[src/design/md5_block_compress_defines.svh]
// ----------------------------------------------------------------------------
// MD5 block compression assertion macros
// Shared assertion wrappers for the MD5 compression engine.
// ----------------------------------------------------------------------------
`ifndef MD5_BLOCK_COMPRESS_DEFINES_SVH
`define MD5_BLOCK_COMPRESS_DEFINES_SVH

// Assertion on an explicit clock and active-low reset.
`define MD5BC_ASSERT_CLK(label, clk, rst_n, prop, msg) \
  label: assert property (@(posedge clk) disable iff (!rst_n) prop) else $error(msg);

// Assertion on the block clock and reset.
`define MD5BC_ASSERT(label, prop, msg) \
  `MD5BC_ASSERT_CLK(label, clk_i, rst_ni, prop, msg)

`endif

[src/design/md5bc_pkg.sv]
// ----------------------------------------------------------------------------
// MD5 block compression package
// Types, round constants and index tables shared by the MD5 engine.
// ----------------------------------------------------------------------------
`timescale 1ns / 1ps
`default_nettype none

package md5bc_pkg;

  localparam logic CMD_INIT = 1'b0;
  localparam logic CMD_DATA = 1'b1;

  localparam logic [31:0] IV_A = 32'h67452301;
  localparam logic [31:0] IV_B = 32'hefcdab89;
  localparam logic [31:0] IV_C = 32'h98badcfe;
  localparam logic [31:0] IV_D = 32'h10325476;

  typedef struct packed {
    logic [31:0] a;
    logic [31:0] b;
    logic [31:0] c;
    logic [31:0] d;
  } abcd_t;

  typedef struct packed {
    logic [1:0] phase;
    logic [4:0] shift;
  } round_ctl_t;

  localparam logic [31:0] ROUND_K [64] = '{
    32'hd76aa478, 32'he8c7b756, 32'h242070db, 32'hc1bdceee,
    32'hf57c0faf, 32'h4787c62a, 32'ha8304613, 32'hfd469501,
    32'h698098d8, 32'h8b44f7af, 32'hffff5bb1, 32'h895cd7be,
    32'h6b901122, 32'hfd987193, 32'ha679438e, 32'h49b40821,
    32'hf61e2562, 32'hc040b340, 32'h265e5a51, 32'he9b6c7aa,
    32'hd62f105d, 32'h02441453, 32'hd8a1e681, 32'he7d3fbc8,
    32'h21e1cde6, 32'hc33707d6, 32'hf4d50d87, 32'h455a14ed,
    32'ha9e3e905, 32'hfcefa3f8, 32'h676f02d9, 32'h8d2a4c8a,
    32'hfffa3942, 32'h8771f681, 32'h6d9d6122, 32'hfde5380c,
    32'ha4beea44, 32'h4bdecfa9, 32'hf6bb4b60, 32'hbebfbc70,
    32'h289b7ec6, 32'heaa127fa, 32'hd4ef3085, 32'h04881d05,
    32'hd9d4d039, 32'he6db99e5, 32'h1fa27cf8, 32'hc4ac5665,
    32'hf4292244, 32'h432aff97, 32'hab9423a7, 32'hfc93a039,
    32'h655b59c3, 32'h8f0ccc92, 32'hffeff47d, 32'h85845dd1,
    32'h6fa87e4f, 32'hfe2ce6e0, 32'ha3014314, 32'h4e0811a1,
    32'hf7537e82, 32'hbd3af235, 32'h2ad7d2bb, 32'heb86d391
  };

  function automatic logic [4:0] round_shift(input logic [5:0] rnd);
    logic [4:0] s;
    case ({rnd[5:4], rnd[1:0]})
      4'd0:    s = 5'd7;
      4'd1:    s = 5'd12;
      4'd2:    s = 5'd17;
      4'd3:    s = 5'd22;
      4'd4:    s = 5'd5;
      4'd5:    s = 5'd9;
      4'd6:    s = 5'd14;
      4'd7:    s = 5'd20;
      4'd8:    s = 5'd4;
      4'd9:    s = 5'd11;
      4'd10:   s = 5'd16;
      4'd11:   s = 5'd23;
      4'd12:   s = 5'd6;
      4'd13:   s = 5'd10;
      4'd14:   s = 5'd15;
      default: s = 5'd21;
    endcase
    return s;
  endfunction

  function automatic logic [3:0] word_index(input logic [5:0] rnd);
    logic [3:0] j;
    logic [3:0] g;
    j = rnd[3:0];
    case (rnd[5:4])
      2'd0:    g = j;
      2'd1:    g = (j * 4'd5) + 4'd1;
      2'd2:    g = (j * 4'd3) + 4'd5;
      default: g = j * 4'd7;
    endcase
    return g;
  endfunction

endpackage

`default_nettype wire

[src/design/md5_block_compress.sv]
// ----------------------------------------------------------------------------
// MD5 block compression engine
// Collects sixteen message words, runs the 64 MD5 steps on one shared round
// unit and emits the updated chaining value.
// ----------------------------------------------------------------------------
// An init request loads the standard MD5 chaining value and drops any partly
// filled block; a data request stores one 32-bit word. The sixteenth word of a
// block starts the compression: a setup step, the 64 steps of the single round
// unit at one step per cycle, and a final step to add the working words into
// the chaining value; the input is stalled from the setup step to the final add.
// The result sits in an output register; further words of the next block are
// taken while it waits, and only the sixteenth one waits for it to be taken.
// Padding, length encoding and byte order are left to the host.
`timescale 1ns / 1ps
`default_nettype none

`include "md5_block_compress_defines.svh"

module md5_block_compress
  import md5bc_pkg::*;
(
  input  logic        clk_i,
  input  logic        rst_ni,
  input  logic        in_valid_i,
  output logic        in_stall_o,
  input  logic        command_i,
  input  logic [31:0] data_word_i,
  output logic        out_valid_o,
  input  logic        out_stall_i,
  output logic [31:0] digest_a_o,
  output logic [31:0] digest_b_o,
  output logic [31:0] digest_c_o,
  output logic [31:0] digest_d_o
);

  typedef enum logic [3:0] {
    ST_IDLE  = 4'b0001,
    ST_LOAD  = 4'b0010,
    ST_RUN   = 4'b0100,
    ST_FINAL = 4'b1000
  } state_e;

  state_e      state_q, state_d;
  logic [3:0]  word_cnt_q, word_cnt_d;
  logic [5:0]  rnd_q, rnd_d;
  logic        out_valid_q, out_valid_d;
  abcd_t       cv_q, cv_d;
  abcd_t       work_q, work_d;
  abcd_t       round_out;
  round_ctl_t  round_ctl;
  logic [31:0] km_q, km_d;
  logic [31:0] buf_q [16];
  logic [5:0]  next_rnd;
  logic        in_acc;
  logic        buf_we;

  assign in_stall_o  = (state_q != ST_IDLE) || (out_valid_q && (word_cnt_q == 4'd15));
  assign in_acc      = in_valid_i && !in_stall_o;
  assign buf_we      = in_acc && (command_i == CMD_DATA);
  assign out_valid_o = out_valid_q;
  assign next_rnd    = rnd_q + 6'd1;

  assign round_ctl.phase = rnd_q[5:4];
  assign round_ctl.shift = round_shift(rnd_q);

  md5bc_round u_round (
    .state_i (work_q),
    .km_i    (km_q),
    .ctl_i   (round_ctl),
    .state_o (round_out)
  );

  always_comb begin
    state_d     = state_q;
    word_cnt_d  = word_cnt_q;
    rnd_d       = rnd_q;
    out_valid_d = out_valid_q;
    cv_d        = cv_q;
    work_d      = work_q;
    km_d        = km_q;
    if (out_valid_q && !out_stall_i) begin
      out_valid_d = 1'b0;
    end
    case (state_q)
      ST_IDLE: begin
        if (in_acc) begin
          if (command_i == CMD_INIT) begin
            cv_d       = '{a: IV_A, b: IV_B, c: IV_C, d: IV_D};
            word_cnt_d = 4'd0;
          end else if (word_cnt_q == 4'd15) begin
            word_cnt_d = 4'd0;
            state_d    = ST_LOAD;
          end else begin
            word_cnt_d = word_cnt_q + 4'd1;
          end
        end
      end
      ST_LOAD: begin
        work_d  = cv_q;
        rnd_d   = 6'd0;
        km_d    = ROUND_K[0] + buf_q[word_index(6'd0)];
        state_d = ST_RUN;
      end
      ST_RUN: begin
        work_d = round_out;
        km_d   = ROUND_K[next_rnd] + buf_q[word_index(next_rnd)];
        rnd_d  = next_rnd;
        if (rnd_q == 6'd63) begin
          state_d = ST_FINAL;
        end
      end
      ST_FINAL: begin
        cv_d.a      = cv_q.a + work_q.a;
        cv_d.b      = cv_q.b + work_q.b;
        cv_d.c      = cv_q.c + work_q.c;
        cv_d.d      = cv_q.d + work_q.d;
        out_valid_d = 1'b1;
        state_d     = ST_IDLE;
      end
      default: begin
        state_d = ST_IDLE;
      end
    endcase
  end

  always_ff @(posedge clk_i or negedge rst_ni) begin
    if (!rst_ni) begin
      state_q     <= ST_IDLE;
      word_cnt_q  <= 4'd0;
      rnd_q       <= 6'd0;
      out_valid_q <= 1'b0;
      cv_q        <= '{a: IV_A, b: IV_B, c: IV_C, d: IV_D};
    end else begin
      state_q     <= state_d;
      word_cnt_q  <= word_cnt_d;
      rnd_q       <= rnd_d;
      out_valid_q <= out_valid_d;
      cv_q        <= cv_d;
    end
  end

  always_ff @(posedge clk_i) begin
    work_q <= work_d;
    km_q   <= km_d;
    if (buf_we) begin
      buf_q[word_cnt_q] <= data_word_i;
    end
    if (state_q == ST_FINAL) begin
      digest_a_o <= cv_d.a;
      digest_b_o <= cv_d.b;
      digest_c_o <= cv_d.c;
      digest_d_o <= cv_d.d;
    end
  end

  `MD5BC_ASSERT(a_last_round_final, (state_q == ST_RUN && rnd_q == 6'd63) |=> (state_q == ST_FINAL), "last round did not lead to the final add")
  `MD5BC_ASSERT(a_load_count_clear, (state_q == ST_LOAD) |-> (word_cnt_q == 4'd0 && !out_valid_q), "compression started with a stale count or pending result")
  `MD5BC_ASSERT(a_result_from_final, $rose(out_valid_q) |-> $past(state_q == ST_FINAL), "result raised outside the final add")
  `MD5BC_ASSERT(a_busy_stalls, (state_q == ST_LOAD || state_q == ST_RUN || state_q == ST_FINAL) |-> in_stall_o, "request taken during compression")

endmodule

`default_nettype wire

[src/design/md5bc_round.sv]
// ----------------------------------------------------------------------------
// MD5 round unit
// One MD5 step: round function, add of a and the pre-summed constant and
// message word, left rotation, add of b and the register shuffle.
// ----------------------------------------------------------------------------
`timescale 1ns / 1ps
`default_nettype none

module md5bc_round
  import md5bc_pkg::*;
(
  input  abcd_t       state_i,
  input  logic [31:0] km_i,
  input  round_ctl_t  ctl_i,
  output abcd_t       state_o
);

  logic [31:0] f;
  logic [31:0] sum;
  logic [63:0] dbl;

  always_comb begin
    case (ctl_i.phase)
      2'd0:    f = state_i.d ^ (state_i.b & (state_i.c ^ state_i.d));
      2'd1:    f = state_i.c ^ (state_i.d & (state_i.b ^ state_i.c));
      2'd2:    f = state_i.b ^ state_i.c ^ state_i.d;
      default: f = state_i.c ^ (state_i.b | ~state_i.d);
    endcase
  end

  assign sum = state_i.a + f + km_i;
  assign dbl = {sum, sum} << ctl_i.shift;

  always_comb begin
    state_o.a = state_i.d;
    state_o.d = state_i.c;
    state_o.c = state_i.b;
    state_o.b = state_i.b + dbl[63:32];
  end

endmodule

`default_nettype wire

[config.mk]
export PLATFORM = sky130hd
export DESIGN_NAME = md5_block_compress
export DESIGN_NICKNAME = d
export VERILOG_FILES = /design/src/design/md5bc_pkg.sv /design/src/design/md5_block_compress.sv /design/src/design/md5bc_round.sv
export VERILOG_INCLUDE_DIRS = /design/src /design/src/design
export SDC_FILE = /design/constraint.sdc
export NUM_CORES = 2
export LEC_CHECK = 0
export ABC_AREA = 1
export BUFFER_PORTS_ARGS = -buffer_cell sky130_fd_sc_hd__buf_4
export CORE_ASPECT_RATIO = 1.2
export CORE_MARGIN = 1
export CORE_UTILIZATION = 50
export CTS_CLUSTER_DIAMETER = 120
export DETAILED_ROUTE_END_ITERATION = 10
export PLACE_DENSITY = 0.71
export RECOVER_POWER = 50
export SLEW_MARGIN = 10
export SYNTH_ARGS = -nofsm -noshare
export SYNTH_HDL_FRONTEND = slang
export SYNTH_HIERARCHICAL = 1
export SYNTH_SLANG_ARGS = --single-unit
[constraint.sdc]
create_clock -name clk_i -period 6.85 [get_ports clk_i]
set_input_delay 0 -clock clk_i [delete_from_list [all_inputs] [get_ports clk_i]]
set_output_delay 0 -clock clk_i [all_outputs]
set_load 0.01 [all_outputs]
==> Word-level counts from Yosys, hierarchy flattened <==
Memories as Yosys holds them, arrays and structs flattened.
Index checks and enable logic that the tools add are counted.
{ "totals": {"ff_bits": 431, "latchBits": 0, "mem_bits_rw": 512, "mem_bits_ro": 2128, "in_bits": 37, "output_inout_bits": 130, "wordCells": 99, "memories": 3} }
{ "op_classes": {"add_sub_neg": 13, "mul": 3, "div_mod_pow": 0, "order_cmp": 1, "n_eq_ne": 15, "n_shift": 1, "muxes": 22, "bitwise": 11, "n_reduce_logical": 13} }
{ "memory_table": {"columns": ["memory", "depth", "word_bits", "read_ports", "rd_ports_with_merged_regs", "write_ports", "line_no", "text"], "rows": [
  ["(name not given)", 64, 32, 1, 0, 0, "md5_block_compress.sv:106", "km_d = ROUND_K[next_rnd] + buf_q[word_index(next_rnd)];"],
  ["buf_q", 16, 32, 2, 0, 1, "md5_block_compress.sv:52", "logic [31:0] buf_q [16];"],
  ["(name not given)", 16, 5, 1, 0, 0, "md5bc_pkg.sv:51", "case ({rnd[5:4], rnd[1:0]})"]
]} }
{ "op_table": {"columns": ["op", "count"], "rows": [
  ["128-bit case mux with 2 select lines", 2],
  ["32-bit adder", 8],
  ["128-bit two-way mux", 2],
  ["32-bit XOR", 6],
  ["32-bit case mux with 3 select lines", 1],
  ["32-bit AND", 2],
  ["32-bit two-way mux", 2],
  ["32-bit case mux with 2 select lines", 1],
  ["64-bit by 5-bit << shifter with 64-bit output", 1],
  ["32-bit adder, first input constant", 1],
  ["32-bit inverter", 1],
  ["32-bit OR", 1],
  ["4-bit two-way mux", 7],
  ["4-bit case mux with 3 select lines", 2],
  ["6-bit case mux with 2 select lines", 1],
  ["4-bit by 1-bit adder with 4-bit output, second input constant", 2],
  ["4-bit == test, second input constant", 2],
  ["4-bit by 3-bit multiplier with 4-bit output, second input constant", 2],
  ["2-bit inequality test, second input constant", 4],
  ["7-bit >= comparator, second input constant", 1],
  ["6-bit inverter with 7-bit output", 1],
  ["6-bit by 1-bit adder with 6-bit output, second input constant", 1],
  ["6-bit == test, second input constant", 1],
  ["4-bit by 3-bit adder with 4-bit output, second input constant", 1],
  ["15 further kinds", 26]
]} }

==> Logic depth before layout (Yosys ltp) <==
{ "logic_depth": {"depth_word": 9, "depth_mapped": 50, "mapped_depth_nobuf": 49} }

==> By module <==
Netlist, hierarchy kept.
{ "by_module_without_submodules": {"columns": ["module", "instances", "cells_each", "area_each_um2", "seq_area_each_um2"], "rows": [
  ["md5_block_compress", 1, 5096, 48614.1, 27682.8],
  ["md5bc_round", 1, 1857, 9715.6, 0.0]
]} }

==> Worst setup path before layout <==
No wires, ideal clock.
{ "synth_path": {"path_kind": "reg-to-reg", "start": "register rnd_q[5]", "end": "register work_q[92] (netlist name), data pin", "setup_time_ns": 0.253, "arrival_ns": 5.628, "required_time_ns": 6.597, "path_slack_ns": 0.969, "stages_incl_launch_ff": 45, "path_buffers": 1, "synth_period_minus_slack_ns": 5.881, "path_cell_list": "dfrtp_1 inv_1 nand2_4 inv_1 clkbuf_1 nand3_1 o21ai_0 nor2_1 o22ai_1 inv_1 fa_1 inv_1 ha_1 inv_1 fa_1 inv_1 nand3_1 nand2_2 [9 not listed] nand3_1 nand3_1 nand3_1 nand2_1 ha_1 fa_1 a31oi_1 o21bai_1 a21oi_2 o21ai_2 a21oi_2 o21ai_0 nand2_1 nand2_1 nand2_1 nand2_1 nand2_1 nand2_1"} }
{ "synth_rtl": {"columns": ["item", "line_no", "text"], "rows": [
  ["start: declaration", "md5_block_compress.sv:45", "logic [5:0] rnd_q, rnd_d;"],
  ["start signal: assignment", "md5_block_compress.sv:136", "rnd_q <= rnd_d;"],
  ["end signal: assignment", "md5_block_compress.sv:143", "work_q <= work_d;"],
  ["end: declaration", "md5_block_compress.sv:48", "abcd_t work_q, work_d;"]
]} }

==> results.sh <==
export IMPL_die_w_microns=314
export IMPL_path_max_fanout=5
export IMPL_synth_distinct_cells=67
export IMPL_ys_ff_latch=943
export IMPL_dr_pass1_iters=6
export IMPL_hold_ws_ns=0.249
export IMPL_nFillCells=10476
export IMPL_worstPathArrival_ns=6.94
export IMPL_cts_buffers=97
export IMPL_final_net_count=7451
export IMPL_cts_reportedPaths_clkPinSlew_ns=0.07
export IMPL_clockBufferDepth=3
export IMPL_crit_path_top_delay_cell="edfxtp_1"
export IMPL_path_buf_inv=2
export IMPL_die_area_sq_um=118000
export IMPL_insertion_delay_ns=0.76
export IMPL_post_route_period_util_pct=94.3
export IMPL_synth_common_cells="nand2_1 (1618), nand3_1 (1058), edfxtp_1 (800)"
export IMPL_slew_viol_final=407
export IMPL_crit_top_cell="nand2_1"
export IMPL_synth_most_common_cell="nand2_1"
export IMPL_routed_via_density=5.97
export IMPL_overflow=0
export IMPL_place_hpwl_microns=149000
export IMPL_rows=136
export IMPL_crit_type="flop to flop"
export IMPL_fin_crit_ns=6.46
export IMPL_drt_iter0_drc=5261
export IMPL_cap_violations=9
export IMPL_num_vias=52021
export IMPL_synth_top_area_share_pct=41.2
export IMPL_io_pins=167
export IMPL_antenna_found_initial=6
export IMPL_peakVddDrop_v=0.000270
export IMPL_avgSynthCellArea_sq_um=8.39
export IMPL_powerDensity_nw_per_um2=186
export IMPL_cts_num_sinks=943
export IMPL_hold_violations=0
export IMPL_synthCells=6953
export IMPL_critPathCaptureType="flop"
export IMPL_finClkSkew_ns=0.0537
export IMPL_postSynth_asyncResetShare_pct=15.2
export IMPL_ys_warnings_count=6
export IMPL_gp_congestion=1.00
export IMPL_synthTopCellsByArea="edfxtp_1 (41%), nand2_1 (10%), nand3_1 (9.1%)"
export IMPL_power_leakage_uw=0.0277
export IMPL_cp_top_family="simple AND/OR/NAND/NOR gates"
export IMPL_tritoncts="yes"
export IMPL_drc_errors=0
export IMPL_max_stage_delay_ns=0.67
export IMPL_grt_first_pass_wirelength_microns=307000
export IMPL_clock_fmax_ghz=0.155
export IMPL_wl_microns=207000
export IMPL_synthToLayoutAreaGrowth_pct=11.3
export IMPL_drive_gt1_share_pct=7.92
export IMPL_worst_ep_required_time_ns=7.34
export IMPL_worstMarginPinSlew_ns=3.63
export IMPL_hold_class="input port to flop"
export IMPL_grt_total_usage_pct=34.6
export IMPL_synthFlopType="edfxtp_1"
export IMPL_core_area_sq_um=115000
export IMPL_setup_viol=0
export IMPL_root_buffer="clkbuf_16"
export IMPL_outcome="complete, but fails checks"
export IMPL_h_tree_depth=3
export IMPL_yosys_area_top_type="edfxtp_1"
export IMPL_die_h_microns=376
export IMPL_failed_checks="capacitance limit, slew limit"
export IMPL_ant_nets=0
export IMPL_syn_nets=7286
export IMPL_port_buffers=166
export IMPL_syn_area_sq_um=58300
export IMPL_synth_edf_count=800
export IMPL_grt_max_degree=175
export IMPL_wl_per_cell_microns=23.8
export IMPL_stdcell_count=8720
export IMPL_place_inst=8493
export IMPL_startpoint_type="flop"
export IMPL_ys_seq_area_share_pct=47.5
export IMPL_slew_headroom_pct=-142
export IMPL_start_util_pct=50.7
export IMPL_grt_pass1_vias=49715
-- cell families (layout without fill, tap and decap cells) --
group | count (synthesis) | after routing | share of synthesized area, %
compound gates | 1319 | 1319 | 12.6
xor+xnor | 84 | 84 | 1.26
fa+ha+maj | 296 | 296 | 6.92
buf+inv | 1055 | 1300 | 7.77
flops | 943 | 943 | 47.5
mux | 3 | 3 | 0.0515
other cells | 0 | 4 | 0
simple gates | 3253 | 3253 | 24.0
-- layout make-up --
cell class                 instances  area, sq um  share of cell area, %
multi-input combinational       4955        26400                   40.7
clock inverter                    62          738                   1.14
inverter                         673         2540                   3.91
sequential                       943        27700                   42.6
tap                             1518         1900                   2.92
antenna                            4         10.0                 0.0154
timing repair buffer             448         3070                   4.72
clock buffer                     117         2580                   3.98
-- worst paths after layout --
kind | start | end | slack [ns] | cells after the start
min reg2reg | out_valid_o | out_valid_o | 0.52 | 2
min in group asynchronous | rst_ni | cv_q[39] | 2.13 | 2
min | in_valid_i | word_cnt_q[1] | 0.25 | 5
max in group asynchronous | rst_ni | cv_q[68] | 2.19 | 3
max | work_q[79] | work_q[87] | 0.39 | 34
max reg2reg | work_q[79] | work_q[87] | 0.39 | 34
-- layer usage --
| metal | vias up | wire (microns) | global-route usage (%) |
|---|---|---|---|
| li1 | 24224 | - | - |
| met5 | - | 13 | 0 |
| met3 | 615 | 14900 | 4.61 |
| met4 | 2 | 15100 | 22.5 |
| met2 | 2456 | 98300 | 57.7 |
| met1 | 24724 | 79000 | 42.2 |
-- placed cells by master, fill, tap and decap left out, types with 20 or more instances in the layout --
| cell | n |
|---|---|
| a31oi_1 | 46 |
| dfrtp_1 | 77 |
| nor2_4 | 21 |
| nand3_1 | 1052 |
| or2_2 | 20 |
| a21oi_1 | 487 |
| clkbuf_16 | 99 |
| o22ai_1 | 32 |
| o21ai_1 | 22 |
| edfxtp_1 | 800 |
| nor3_1 | 52 |
| dfstp_2 | 65 |
| o21a_1 | 21 |
| nand4_1 | 23 |
| nand2_1 | 1616 |
| clkbuf_1 | 182 |
| buf_4 | 220 |
| ha_1 | 251 |
| dlygate4sd3_1 | 39 |
| inv_1 | 662 |
| xnor2_1 | 32 |
| o21ai_0 | 512 |
| o211ai_1 | 63 |
| fa_1 | 43 |
| xor2_1 | 51 |
| nor2_1 | 404 |
-- per-stage QoR --
stage | cell area [sq um] | worst slack, ns | utilization (%) | power (uW) | setup TNS, ns
final | 64900 | 0.394 | 56.5 | 12100 | 0
after global routing | 64900 | -0.0617 | 56.4 | 12400 | -0.173
after CTS | 65500 | 0.276 | 56.9 | 12100 | 0
after detailed placement | 61700 | 0.258 | 53.7 | 6730 | 0
after global placement | 61700 | 0.243 | 53.7 | 6720 | 0
after floorplan | 58300 | 0.969 | - | 6530 | 0
-- worst reg2reg max path, delay by kind of cell, from the launching register on --
kind / cells / cell delay, ns
buffers and inverters: 2 / 0.14
and+or+nand+nor: 18 / 2.05
xor gates and xnor gates: 2 / 0.21
adders and majority gates: 3 / 1.24
AOI/OAI and AO/OA: 9 / 1.89
DFF: 1 / 0.67
-- timing repair --
item                                    in CTS  in global routing
gates resized for setup                      0                 23
buffers inserted                             0                  3
hold buffers                                40                  0
hold endpoints to repair                   611                  0
endpoints found under the setup margin       0                 19
-- power breakdown --
group | switching, uW | leakage [uW] | internal (uW) | total, uW
clock network | 2430 | 0.00159 | 3040 | 5470
registers | 21.3 | 0.00937 | 6260 | 6280
logic | 253 | 0.0168 | 94.7 | 347
total | 2710 | 0.0277 | 9390 | 12100
-- flip-flops by register name (all words and copies together) (netlist names) --
register / count
word_cnt_q: 4
digest_d_o: 32
rnd_q: 6
buf_q: 512
digest_c_o: 32
km_q: 32
digest_a_o: 32
work_q: 128
digest_b_o: 32
cv_q: 128
out_valid_o: 1
state_q: 4
Note: power is estimated with default switching activity, not from simulation.
